**src/rtl/hyq_pkg.sv**
```systemverilog
// Shared types, constants and the arctangent table for the heading-to-yaw pipeline.
package hyq_pkg;

  localparam int unsigned CORDIC_STAGES_DEF = 16;
  localparam int unsigned MAX_STAGES        = 32;

  // vectoring datapath: 33-bit differences plus CORDIC growth (< 2.4x)
  localparam int unsigned VEC_W  = 36;
  // rotation datapath: Q4.30 magnitudes and the residual angle
  localparam int unsigned ROT_W  = 34;
  localparam int unsigned ROT_ZW = 34;

  // 0.60725 in Q4.30, the CORDIC gain compensation
  localparam logic signed [ROT_W-1:0] CORDIC_K = 34'sd652032874;

  // forced-angle codes for the axis-aligned cases, in quarter turns
  typedef enum logic [1:0] {
    QUAD_ZERO  = 2'd0,
    QUAD_HALF  = 2'd1,
    QUAD_ONE   = 2'd2,
    QUAD_THREE = 2'd3
  } quad_e;

  typedef struct packed {
    logic signed [31:0] cx;
    logic signed [31:0] cy;
    logic signed [31:0] cz;
  } pos_t;

  typedef struct packed {
    logic signed [VEC_W-1:0] x;
    logic signed [VEC_W-1:0] y;
    logic [31:0]             z;     // turn fraction, 2^32 = one turn
    logic                    spec;  // axis-aligned or zero vector
    logic [1:0]              quad;  // forced angle in quarter turns
  } vec_t;

  typedef struct packed {
    logic signed [ROT_W-1:0]  x;
    logic signed [ROT_W-1:0]  y;
    logic signed [ROT_ZW-1:0] z;
    logic                     upper;  // quarter turn removed from half angle
    logic [15:0]              yaw;
  } rot_t;

  // atan(2^-i) as a fraction of a full turn, truncated
  function automatic logic [31:0] atan_turn(input logic [4:0] idx);
    logic [31:0] r;
    unique case (idx)
      5'd0:  r = 32'h20000000;
      5'd1:  r = 32'h12E4051D;
      5'd2:  r = 32'h09FB385B;
      5'd3:  r = 32'h051111D4;
      5'd4:  r = 32'h028B0D43;
      5'd5:  r = 32'h0145D7E1;
      5'd6:  r = 32'h00A2F61E;
      5'd7:  r = 32'h00517C55;
      5'd8:  r = 32'h0028BE53;
      5'd9:  r = 32'h00145F2E;
      5'd10: r = 32'h000A2F98;
      5'd11: r = 32'h000517CC;
      5'd12: r = 32'h00028BE6;
      5'd13: r = 32'h000145F3;
      5'd14: r = 32'h0000A2F9;
      5'd15: r = 32'h0000517C;
      5'd16: r = 32'h000028BE;
      5'd17: r = 32'h0000145F;
      5'd18: r = 32'h00000A2F;
      5'd19: r = 32'h00000517;
      5'd20: r = 32'h0000028B;
      5'd21: r = 32'h00000145;
      5'd22: r = 32'h000000A2;
      5'd23: r = 32'h00000051;
      5'd24: r = 32'h00000028;
      5'd25: r = 32'h00000014;
      5'd26: r = 32'h0000000A;
      5'd27: r = 32'h00000005;
      5'd28: r = 32'h00000002;
      5'd29: r = 32'h00000001;
      default: r = 32'h00000000;
    endcase
    return r;
  endfunction

endpackage

```
**src/rtl/hyq_rot_stage.sv**
```systemverilog
// One rotation CORDIC iteration with its pipeline register.
module hyq_rot_stage #(
  parameter int unsigned STAGE = 0
) (
  input  logic          clk_i,
  input  logic          rst_ni,
  input  logic          in_valid_i,
  output logic          in_ready_o,
  input  hyq_pkg::rot_t in_data_i,
  input  hyq_pkg::pos_t in_pos_i,
  output logic          out_valid_o,
  input  logic          out_ready_i,
  output hyq_pkg::rot_t out_data_o,
  output hyq_pkg::pos_t out_pos_o
);
  import hyq_pkg::*;

  localparam logic [4:0] Idx = 5'(STAGE);
  localparam logic signed [ROT_ZW-1:0] Atan = $signed({{(ROT_ZW-32){1'b0}}, atan_turn(Idx)});

  logic signed [ROT_W-1:0] xs, ys;
  rot_t data_d, data_q;
  pos_t pos_q;
  logic valid_q;

  always_comb begin
    xs = in_data_i.x >>> STAGE;
    ys = in_data_i.y >>> STAGE;
    data_d = in_data_i;
    if (!in_data_i.z[ROT_ZW-1]) begin
      data_d.x = in_data_i.x - ys;
      data_d.y = in_data_i.y + xs;
      data_d.z = in_data_i.z - Atan;
    end else begin
      data_d.x = in_data_i.x + ys;
      data_d.y = in_data_i.y - xs;
      data_d.z = in_data_i.z + Atan;
    end
  end

  assign in_ready_o = !valid_q || out_ready_i;

  always_ff @(posedge clk_i or negedge rst_ni) begin
    if (!rst_ni) begin
      valid_q <= 1'b0;
    end else if (in_ready_o) begin
      valid_q <= in_valid_i;
    end
  end

  always_ff @(posedge clk_i) begin
    if (in_valid_i && in_ready_o) begin
      data_q <= data_d;
      pos_q  <= in_pos_i;
    end
  end

  assign out_valid_o = valid_q;
  assign out_data_o  = data_q;
  assign out_pos_o   = pos_q;

endmodule

```
**config.mk**
```make
export PLATFORM = sky130hd
export DESIGN_NAME = hyq_rot_stage
export DESIGN_NICKNAME = d
export VERILOG_FILES = /design/src/rtl/hyq_pkg.sv /design/src/rtl/hyq_rot_stage.sv
export SDC_FILE = /design/constraint.sdc
export NUM_CORES = 1
export LEC_CHECK = 0
export ABC_AREA = 1
export BUFFER_PORTS_ARGS = -buffer_cell sky130_fd_sc_hd__buf_4
export CORE_UTILIZATION = 30
export CTS_CLUSTER_DIAMETER = 100
export CTS_CLUSTER_SIZE = 16
export DETAILED_ROUTE_END_ITERATION = 6
export PLACE_DENSITY = 0.49
export SYNTH_ARGS = -nofsm -noshare
export SYNTH_HDL_FRONTEND = slang
export SYNTH_SLANG_ARGS = --single-unit
```
**constraint.sdc**
```tcl
create_clock -name clk_i -period 28.8 [get_ports clk_i]
set_input_delay 4.32 -clock clk_i [delete_from_list [all_inputs] [get_ports clk_i]]
set_output_delay 4.32 -clock clk_i [all_outputs]
set_load 0.02 [all_outputs]
```
# Yosys cells after proc, flatten, opt, wreduce, memory -nomap -nowiden
# Cells that the tools add are included.
# word_totals
regBits	216
input_bits	219
out_inout_bits	217
word_cells	18
# op_classes
add_sub_neg	5
n_mux	1
reduce_logical	3
# op_table
cell	n
2-to-1 mux 102 bit	1
subtractor 34 bit	2
adder 34 x 31 -> 34 bit, second input constant	1
adder 34 bit	1
subtractor 34 x 31 -> 34 bit, second input constant	1
logical AND 1 bit	1
logical NOT 1 bit	1
logical OR 1 bit	1

# Logic depth before layout (Yosys ltp)
# depth
ltp_word	3
mapped_depth	18
mapped_depth_nobuf	17

# Least setup slack after synthesis
# OpenSTA, ideal clock, no wires.
# synth_path
path_kind	input-to-reg
from	in in_valid_i
to	reg data_q (netlist bit out_data_o[0]), enable pin
setup_ps	860
t_arrival_ps	14632
t_required_ps	27940
path_slack_ps	13308
cell_stages	2
path_buffers	0
path_cell_list	inv_1 > a21oi_1
# synth_between
elab_chain_cells	1
# synth_rtl
item	line	text
start, declared	hyq_rot_stage.sv:7	input logic in_valid_i,
logical AND 1 bit	hyq_rot_stage.sv:52	if (in_valid_i && in_ready_o) begin
end signal, assigned	hyq_rot_stage.sv:53	data_q <= data_d;
end, declared	hyq_rot_stage.sv:22	rot_t data_d, data_q;
# Every way passes these cells.
# A chain may end at the register's enable or synchronous reset.

# Worst setup path after layout
# layout_path
from	in out_ready_i
to	out in_ready_o
# layout_between
elab_chain_cells	1
# layout_rtl
item	line	text
start, declared	hyq_rot_stage.sv:12	input logic out_ready_i,
logical OR 1 bit	hyq_rot_stage.sv:41	assign in_ready_o = !valid_q || out_ready_i;
end, declared	hyq_rot_stage.sv:8	output logic in_ready_o,
# Every way passes these cells.

==> results.tsv <==
metric	value	unit
fmax	108	MHz
Register Area	0.00645	mm^2
drt initial violations	841	
Post-synth ARST share	0.465	%
vias in the first global route	12801	
DRC	0	
Gate power share	29.8	%
Root Driver	clkbuf_16	
CTS Buffer Depth	3	
cts bufs inserted	18	
final total power	0.893	mW
Skew-Pair Late Insertion Delay	530	ps
worst min path class	reg -> reg	
vias per inst	4.85	
# clock sinks	215	
first drt pass iteration count	5	
antenna violations before repair	0	
GRT Util Overall	23.2	%
Worst-Margin Slew	1140	ps
Met2 Wirelength	28.5	mm
relative slew slack	24.3	%
Setup-failing EPs final	0	
Post-Syn Instances	1638	
Final Skew	19.0	ps
Cell Area, Synth	0.0138	mm^2
hold_buf cts	0	
WP data arrival	4910	ps
die width	217	um
CP max stage cell	buf_4	
Clock Power Share	27.7	%
# Post-CTS Setup Buffers	0	
Net count, final	2381	
post-DR wirelength/cell	20.9	um
placed insts	2636	
I/O Pins	436	
syn_nets	1963	
first-pass GRT wire length	80.8	mm
GRT Residual Overflow	0	
Crit. End Element	primary output	
GP Congestion	0.970	
period utilisation layout	32.0	%
dominant synthesized flop cell	edfxtp_1	
setup slack after layout	19570	ps
switch share	33.5	%
PwrDens	49.1	mW/mm^2
worst path required time	24480	ps
antenna viol nets, final	0	
I/O Buffers	435	
cell breakdown of the critical path	buf_4, inv_1, nand2_1, buf_4	
fin cells	2667	
Initial Util	30.5	%
sw power	0.299	mW
area leader, netlist	edfxtp_1	
final hold vios	0	
Mapped Avg Cell Area	8.44	um^2
post-synthesis register bit count	215	
crit path max fanout	2	
H-tree Lvls	1	
post-cts sizing count	0	
dpl hpwl	46.5	mm
CTS tree	yes	
WL met1	23.0	mm
Ys Warns	0	
Reg clk slew, reported paths	60	ps
routed wl met3	3.05	mm
area of the multi-input gates	0.00630	mm^2
status	finished clean	
Final min period	9230	ps
RSZ-0062 raised after global routing	no	
Seq pwr share	42.5	%
Yosys top cell area share	46.5	%
CP startpoint kind	input pin	
n_diodes	0	
Peak VDD IR	0.0360	mV
floorplan core area	0.0454	mm^2
Post-synth top cells	nand2_1, edfxtp_1, inv_1	
Post-synth EDFFs	214	
CP max stage delay	200	ps
TNS Setup	0	ps
Fill cells	4651	
internal power	0.594	mW
Die ar.	0.0469	mm^2
via count	12926	
Netlist cell types	46	
Syn-to-layout area delta	31.6	%
DP Worst Slack	19560	ps
MaxCap Viol Count	0	
fin. max-slew vios	0	
row count	78	
largest cells by area after synthesis	edfxtp_1, nand2_1, ha_1	
top layer in use	met4	
cell with the most instances after synthesis	nand2_1	
Crit path top cell by count	buf_4	
post-synthesis sequential area ratio	46.7	%
Die Y	217	um
P_leak	8.51	nW
fraction of layout cells with a size suffix above 1	24.6	%
crit path kind	in -> out	
WL final	55.8	mm
pin count of the biggest net entering global routing	85	
-- worst max-delay path, delay by kind of cell --
kind	cells	cell delay, ps
buffers and inverters	3	440
AND/OR/NAND/NOR	1	150
-- routing by layer --
layer,global-route usage (%),vias to the layer above
li1,-,6282
met1,28.3,6179
met2,42.9,414
met3,3.47,51
met4,4.88,0
met5,0,-
-- power by group through the flow --
stage | Clock, mW | Combinational [mW] | Sequential, mW
finish | 0.247 | 0.266 | 0.380
floorplan | 0 | 0.124 | 0.421
global placement | 0 | 0.265 | 0.387
detailed placement | 0 | 0.266 | 0.387
CTS | 0.258 | 0.267 | 0.380
global route | 0.267 | 0.290 | 0.382
-- area by class of cell --
cell class / instances / area share, %
well taps: 600 / 4.13
repair buffers: 440 / 18.2
flip-flops and latches: 215 / 35.5
clock inverters: 5 / 0.406
multi-input cells: 1160 / 34.6
clock buffers: 26 / 2.64
inverters: 221 / 4.56
-- cells by family after synthesis --
| group | synth area share, % |
|---|---|
| buffers and inverters | 7.80 |
| AND/OR/NAND/NOR | 23.2 |
| AO/OA/AOI/OAI | 10.7 |
| adder cells (fa/ha/maj) | 9.81 |
| flip-flops | 46.7 |
| multiplexers | 0.0724 |
| XOR/XNOR | 1.77 |
-- final timing paths --
kind,start,end,slack (ps),depth (start not counted)
max,out_ready_i,in_ready_o,19570,4
min,out_valid_o,out_valid_o,760,2
max reg2reg,out_valid_o,out_data_o[52],26220,3
min reg2reg,out_valid_o,out_valid_o,760,2
max in group asynchronous,rst_ni,out_valid_o,25160,1
min in group asynchronous,rst_ni,out_valid_o,3570,1
-- registers in the layout, indices dropped and copies added, names as in the netlist --
| name | flops |
|---|---|
| out_pos_o | 96 |
| out_data_o | 118 |
| out_valid_o | 1 |
-- cells in the final DEF (no fill, tap or decap), types with 2 or more instances in the layout --
cell type / n
a21o_1: 11
a21oi_1: 126
a21oi_4: 2
a31oi_1: 3
buf_4: 440
clkbuf_1: 8
clkbuf_16: 18
edfxtp_1: 214
fa_1: 4
ha_1: 102
inv_1: 212
inv_2: 9
nand2_1: 414
nand2_2: 8
nand3_1: 154
nand3b_1: 2
nand4_1: 11
nor2_1: 132
nor2_2: 8
nor3_1: 10
nor3_2: 5
nor4_2: 3
o211ai_1: 4
o211ai_2: 2
o21ai_0: 79
o21ai_1: 15
o21ai_2: 2
o21bai_1: 12
o22ai_1: 4
o31ai_1: 4
or2_0: 2
or2_2: 4
xor2_1: 27
-- through the flow --
stage	instance area [um^2]	utilization, %	hold WS (ps)
global route	18200	40.1	777
floorplan	13800	-	768
detailed placement	17600	38.9	763
finish	18200	40.1	763
CTS	18200	40.1	775
global placement	17600	38.9	775
(Power assumes the default switching activity.)
