===== src/rtl/hyq_pkg.sv =====
// Shared types, constants and the arctangent table for the heading-to-yaw pipeline.
package hyq_pkg;

  localparam int unsigned CORDIC_STAGES_DEF = 16;
  localparam int unsigned MAX_STAGES        = 32;

  // vectoring datapath: 33-bit differences plus CORDIC growth (< 2.4x)
  localparam int unsigned VEC_W  = 36;
  // rotation datapath: Q4.30 magnitudes and the residual angle
  localparam int unsigned ROT_W  = 34;
  localparam int unsigned ROT_ZW = 34;

  // 0.60725 in Q4.30, the CORDIC gain compensation
  localparam logic signed [ROT_W-1:0] CORDIC_K = 34'sd652032874;

  // forced-angle codes for the axis-aligned cases, in quarter turns
  typedef enum logic [1:0] {
    QUAD_ZERO  = 2'd0,
    QUAD_HALF  = 2'd1,
    QUAD_ONE   = 2'd2,
    QUAD_THREE = 2'd3
  } quad_e;

  typedef struct packed {
    logic signed [31:0] cx;
    logic signed [31:0] cy;
    logic signed [31:0] cz;
  } pos_t;

  typedef struct packed {
    logic signed [VEC_W-1:0] x;
    logic signed [VEC_W-1:0] y;
    logic [31:0]             z;     // turn fraction, 2^32 = one turn
    logic                    spec;  // axis-aligned or zero vector
    logic [1:0]              quad;  // forced angle in quarter turns
  } vec_t;

  typedef struct packed {
    logic signed [ROT_W-1:0]  x;
    logic signed [ROT_W-1:0]  y;
    logic signed [ROT_ZW-1:0] z;
    logic                     upper;  // quarter turn removed from half angle
    logic [15:0]              yaw;
  } rot_t;

  // atan(2^-i) as a fraction of a full turn, truncated
  function automatic logic [31:0] atan_turn(input logic [4:0] idx);
    logic [31:0] r;
    unique case (idx)
      5'd0:  r = 32'h20000000;
      5'd1:  r = 32'h12E4051D;
      5'd2:  r = 32'h09FB385B;
      5'd3:  r = 32'h051111D4;
      5'd4:  r = 32'h028B0D43;
      5'd5:  r = 32'h0145D7E1;
      5'd6:  r = 32'h00A2F61E;
      5'd7:  r = 32'h00517C55;
      5'd8:  r = 32'h0028BE53;
      5'd9:  r = 32'h00145F2E;
      5'd10: r = 32'h000A2F98;
      5'd11: r = 32'h000517CC;
      5'd12: r = 32'h00028BE6;
      5'd13: r = 32'h000145F3;
      5'd14: r = 32'h0000A2F9;
      5'd15: r = 32'h0000517C;
      5'd16: r = 32'h000028BE;
      5'd17: r = 32'h0000145F;
      5'd18: r = 32'h00000A2F;
      5'd19: r = 32'h00000517;
      5'd20: r = 32'h0000028B;
      5'd21: r = 32'h00000145;
      5'd22: r = 32'h000000A2;
      5'd23: r = 32'h00000051;
      5'd24: r = 32'h00000028;
      5'd25: r = 32'h00000014;
      5'd26: r = 32'h0000000A;
      5'd27: r = 32'h00000005;
      5'd28: r = 32'h00000002;
      5'd29: r = 32'h00000001;
      default: r = 32'h00000000;
    endcase
    return r;
  endfunction

endpackage


===== src/rtl/hyq_vec_stage.sv =====
// One vectoring CORDIC iteration with its pipeline register.
module hyq_vec_stage #(
  parameter int unsigned STAGE = 0
) (
  input  logic          clk_i,
  input  logic          rst_ni,
  input  logic          in_valid_i,
  output logic          in_ready_o,
  input  hyq_pkg::vec_t in_data_i,
  input  hyq_pkg::pos_t in_pos_i,
  output logic          out_valid_o,
  input  logic          out_ready_i,
  output hyq_pkg::vec_t out_data_o,
  output hyq_pkg::pos_t out_pos_o
);
  import hyq_pkg::*;

  localparam logic [4:0]  Idx  = 5'(STAGE);
  localparam logic [31:0] Atan = atan_turn(Idx);

  logic signed [VEC_W-1:0] xs, ys;
  vec_t data_d, data_q;
  pos_t pos_q;
  logic valid_q;

  always_comb begin
    xs = in_data_i.x >>> STAGE;
    ys = in_data_i.y >>> STAGE;
    data_d = in_data_i;
    if (!in_data_i.y[VEC_W-1] && (in_data_i.y != '0)) begin
      data_d.x = in_data_i.x + ys;
      data_d.y = in_data_i.y - xs;
      data_d.z = in_data_i.z + Atan;
    end else begin
      data_d.x = in_data_i.x - ys;
      data_d.y = in_data_i.y + xs;
      data_d.z = in_data_i.z - Atan;
    end
  end

  assign in_ready_o = !valid_q || out_ready_i;

  always_ff @(posedge clk_i or negedge rst_ni) begin
    if (!rst_ni) begin
      valid_q <= 1'b0;
    end else if (in_ready_o) begin
      valid_q <= in_valid_i;
    end
  end

  always_ff @(posedge clk_i) begin
    if (in_valid_i && in_ready_o) begin
      data_q <= data_d;
      pos_q  <= in_pos_i;
    end
  end

  assign out_valid_o = valid_q;
  assign out_data_o  = data_q;
  assign out_pos_o   = pos_q;

endmodule


===== config.mk =====
export PLATFORM = sky130hd
export DESIGN_NAME = hyq_vec_stage
export DESIGN_NICKNAME = d
export VERILOG_FILES = /design/src/rtl/hyq_pkg.sv /design/src/rtl/hyq_vec_stage.sv
export SDC_FILE = /design/constraint.sdc
export NUM_CORES = 1
export LEC_CHECK = 0
export ABC_AREA = 1
export BUFFER_PORTS_ARGS = -buffer_cell sky130_fd_sc_hd__buf_4
export CAP_MARGIN = 20
export CELL_PAD_IN_SITES_DETAIL_PLACEMENT = 0
export CELL_PAD_IN_SITES_GLOBAL_PLACEMENT = 1
export CORE_ASPECT_RATIO = 0.8
export CORE_MARGIN = 10
export CORE_UTILIZATION = 35
export CTS_CLUSTER_DIAMETER = 150
export DETAILED_ROUTE_END_ITERATION = 12
export PLACE_DENSITY = 0.87
export SYNTH_ARGS = -nofsm -noshare
export SYNTH_HDL_FRONTEND = slang
export SYNTH_SLANG_ARGS = --single-unit

===== constraint.sdc =====
create_clock -name clk_i -period 31.2 [get_ports clk_i]
set_input_delay 3.12 -clock clk_i [delete_from_list [all_inputs] [get_ports clk_i]]
set_output_delay 3.12 -clock clk_i [all_outputs]
set_load 0.1 [all_outputs]

Word-level counts from Yosys, hierarchy flattened
Cells that the tools add are included.

storage, ports and cells
  input port bits = 207
  latch bits = 0
  memory bits (read-only) = 0
  bits in writable memories = 0
  register bits = 204
  memories kept = 0
  logic and storage cells = 21
  output and inout port bits = 205

operators by class
  shift operators = 0
  reduce and logical (&&, ||, !) cells = 6
  equal/unequal tests = 0
  div/mod/pow operators = 0
  add/sub/neg operators = 5
  bitwise logic cells = 0
  multiplexer cells = 1
  multiply operators = 0
  magnitude comparators = 0

operator list
  cell                                                                   number
  104-bit 2-to-1 mux                                                     1
  36-bit subtractor                                                      2
  36-bit adder                                                           1
  36-bit nonzero test                                                    1
  32-bit by 30-bit adder with 32-bit output, second input constant       1
  32-bit by 30-bit subtractor with 32-bit output, second input constant  1
  1-bit logical AND                                                      2
  1-bit logical NOT                                                      2
  1-bit logical OR                                                       1

Depth between registers and ports, before layout
  word-level depth = 3
  gate-level depth with buffers = 18
  mapped depth without buffers = 17

Worst setup path after synthesis
Ideal clock, no wire load.

  kind = input -> register
  start = in in_valid_i
  end = reg data_q (netlist bit out_data_o[0]), enable pin
  stages on the path = 2
  path slack = 17.512 ns
  buffers on the path = 0
  required time = 30.371 ns
  library setup time = 0.829 ns
  arrival time = 12.859 ns
  cells stage by stage = inv_1 -> a21oi_1

on the way
  cells in the longest elaborated chain, start to end = 1

RTL lines
  element               line                 RTL
  from (decl)           hyq_vec_stage.sv:7   input logic in_valid_i,
  1-bit logical AND     hyq_vec_stage.sv:52  if (in_valid_i && in_ready_o) begin
  to (signal assigned)  hyq_vec_stage.sv:53  data_q <= data_d;
  to (decl)             hyq_vec_stage.sv:22  vec_t data_d, data_q;

No other way between the ends.
A chain may end at the register's enable or synchronous reset.

Worst setup path after layout
  start = in out_ready_i
  end = out in_ready_o

on the way
  cells in the longest elaborated chain, start to end = 1

RTL lines
  element           line                 RTL
  from (decl)       hyq_vec_stage.sv:12  input logic out_ready_i,
  1-bit logical OR  hyq_vec_stage.sv:41  assign in_ready_o = !valid_q || out_ready_i;
  to (decl)         hyq_vec_stage.sv:8   output logic in_ready_o,

No other way between the ends.

==> metrics.yaml <==
clock_insertion_delay_worst_skew_ns: 0.57
antenna_found_initial: 3
yosys.cell_types.count: 39
finalWorstPathRequiredPeriod_ns: 6.81
whs_endpoint: "out_valid_o$_DFFE_PN0N_"
critPathLaunchType: "primary input"
synth_commonest_cells: "sky130_fd_sc_hd__nand2_1, sky130_fd_sc_hd__inv_1, sky130_fd_sc_hd__edfxtp_1"
gp_routability_congestion: 0.979
min_path_cells: 2
clock_slew_at_reported_path_ffs_ns: 0.06
power.switching_fraction_pct: 41.5
crit_fanout: 2
worst_path_dominant_cell_family: "buffers and inverters"
rsz0062_at_grt: "false"
drv_slew: 0
route.vias.total: 13600
skew_ns: 0.0354
worst_slack_ns: 24.39
critPathCaptureType: "output port"
drtAntennaViolNets: 0
power_frac_comb_pct: 37.8
drt_pre_antenna_iters: 6
avgSynthCellArea_sq_um: 8.04
cell_by_cell_trace_of_the_critical_path: "buf_4, inv_1, nand2_1, buf_4"
synth_warnings: 0
synthArstFlopShare_pct: 0.493
wl_per_cell_um: 22.7
syn2layout_area_growth_pct: 30.3
power.clock.fraction_pct: 27.8
floorplan.initialDensity_pct: 35.5
worstPathRequired_ns: 28.08
cpPeakStageDelay_ns: 0.32
worst-r2r-cell-count: 3
reg2reg_from: "out_valid_o$_DFFE_PN0N_"
syn-cell-area_sq_um: 14000
netlist.top_cell.by_area: "sky130_fd_sc_hd__edfxtp_1"
grt_first_pass_wirelength_mm: 86.2
port-buffer-count: 411
grt_pass1_vias: 13000
netlist_top_cells_area: "sky130_fd_sc_hd__edfxtp_1, sky130_fd_sc_hd__nand2_1, sky130_fd_sc_hd__ha_1"
floorplan.rows: 65
core-area_sq_um: 39400
worstReg2RegEnd: "out_pos_o[66]$_DFFE_PP_"
io_pins: 412
timing.hold.worst.start: "out_valid_o$_DFFE_PN0N_"
worst_ir_drop_vdd_uv: 42.6
p_seq_share_pct: 34.4
totalNegativeSetupSlack_ns: 0
number_of_clock_sinks_seen_by_cts: 203
cell_internal_pwr_uw: 568
timing.critical_path.slowest_stage_cell: "sky130_fd_sc_hd__buf_4"
drcViolationCount: 0
buffers_plus_inverters_on_the_worst_setup_path: 3
yosysMostFrequentCell: "sky130_fd_sc_hd__nand2_1"
cts_htree_levels: 1
design.final.nets: 2455
hpwl_mm: 51.1
synth_seq_area_share_pct: 43.5
final_cell_utilization_of_the_core_pct: 46.3
drt-total-wl_mm: 61.0
worst_path_most_repeated_cell: "sky130_fd_sc_hd__buf_4"
preCtsSetupSlack_ns: 24.41
cts_hold_repair.buffers: 0
cts_inserted_buffers: 23
max_slew.worst_pin.slew_ns: 1.07
finalHoldViolCount: 0
grtUsageTotal_pct: 23.9
starting_drt_drc_count: 1180
number_of_flops_mapped_to_enable_cells_by_yosys: 202
synth_nets: 2058
root_buffer: "sky130_fd_sc_hd__clkbuf_16"
ys_seq_elements: 203
worst_ep_arrival_time_ns: 3.69
number_of_buffers_inserted_by_post_cts_setup_repair: 0
max-slew-margin-rel_pct: 28.9
gr-total-overflow: 0
p_leak_uw: 0.00875
final_setup_viols: 0
final_layout_size_suffix_gt1_share_pct: 22.7
drv.max_cap_violation_count: 0
power.density_nw_per_um2: 53.2
yosys_most_used_dff: "sky130_fd_sc_hd__edfxtp_1"
path_class: "primary input to output port"
synth_top_area_share_pct: 43.3
fmax_mhz: 147
min_path_type: "register to register"
chip_height_um: 199
avgViaCountPerCell: 5.05
netlist_instances: 1742
cts_tree: "yes"
timing.critical_path.from: "out_ready_i"
setup.reg_to_reg.worst_slack_ns: 28.61
layout_worst_path_cycle_share_pct: 21.8
fp.dieW_um: 244
fp.dieArea_sq_um: 48400
cts_resized: 0
cts.path.max_buffers: 3
power_switching_uw: 403
power_uw: 971
grt_start_max_net_pins: 84
run_status: "finished clean"
filler_cells: 3931
## flip-flops by register name, indices dropped and copies added, names as in the netlist
name	flops
out_pos_o	96
out_valid_o	1
out_data_o	106
## power by group through the flow
stage / clock [uW] / sequential, uW / combinational, uW
final: 270 / 334 / 367
after floorplan: 0 / 479 / 124
after detailed placement: 0 / 339 / 364
after global placement: 0 / 339 / 362
after CTS: 277 / 334 / 365
after global routing: 287 / 336 / 389
## placed cells by master (no fill, tap or decap), types with 17 or more instances in the layout
cell type                   Yosys  routed
sky130_fd_sc_hd__a21oi_1      128     127
sky130_fd_sc_hd__buf_4         21     417
sky130_fd_sc_hd__clkbuf_16      0      23
sky130_fd_sc_hd__edfxtp_1     202     202
sky130_fd_sc_hd__ha_1         105     105
sky130_fd_sc_hd__inv_1        241     241
sky130_fd_sc_hd__nand2_1      482     482
sky130_fd_sc_hd__nand3_1      139     139
sky130_fd_sc_hd__nor2_1       143     143
sky130_fd_sc_hd__nor3_1        17      17
sky130_fd_sc_hd__o21ai_0       83      83
sky130_fd_sc_hd__xor2_1        41      41
## worst max-delay path by stage
stage / endpoint / slack [ns] / cells past startpoint
3_5_place_dp: in_ready_o / 24.41 / 4
4_1_cts: in_ready_o / 24.41 / 4
6_report: in_ready_o / 24.39 / 4
2_1_floorplan: out_data_o[0]$_DFFE_PP_ / 17.51 / 2
5_1_grt: in_ready_o / 24.38 / 4
3_3_place_gp: in_ready_o / 24.41 / 4
## cell type report
class                   count  area [sq um]  share of cell area, %
multi-input cells        1250          6700                   36.7
flip-flops and latches    203          6090                   33.4
repair buffers            417          3130                   17.2
inverters                 244           916                   5.02
well taps                 536           671                   3.68
clock buffers              28           594                   3.26
clock inverters            14           134                  0.734
diodes                      2          5.00                 0.0274
## worst min-delay path, delay by kind of cell, from the launching register on
| family | cells | cell delay, ns |
|---|---|---|
| flops | 1 | 0.42 |
| simple gates | 2 | 0.20 |
## kinds of logic after synthesis
family	after synthesis	share of synthesized area, %
and+or+nand+nor	831	24.8
buffers and inverters	289	8.71
AOI/OAI and AO/OA	268	10.3
DFF	203	43.5
adders and majority gates	109	9.96
xor gates and xnor gates	42	2.63
## routing by layer
layer | GRT usage (%) | share of wire (%)
met1 | 30.6 | 42
met2 | 39.0 | 46
met3 | 6.25 | 9.1
met4 | 6.82 | 2.6
met5 | 0 | 0.021
## through the flow
stage	instances	hold slack (ns)	instance area [sq um]
after floorplan	1742	1.71	14000
after global placement	2650	0.613	17500
after detailed placement	2650	0.617	17500
after CTS	2692	0.643	18200
after global routing	2694	0.703	18200
final	2694	0.655	18200
No activity file was read; power rests on OpenSTA's default activity.
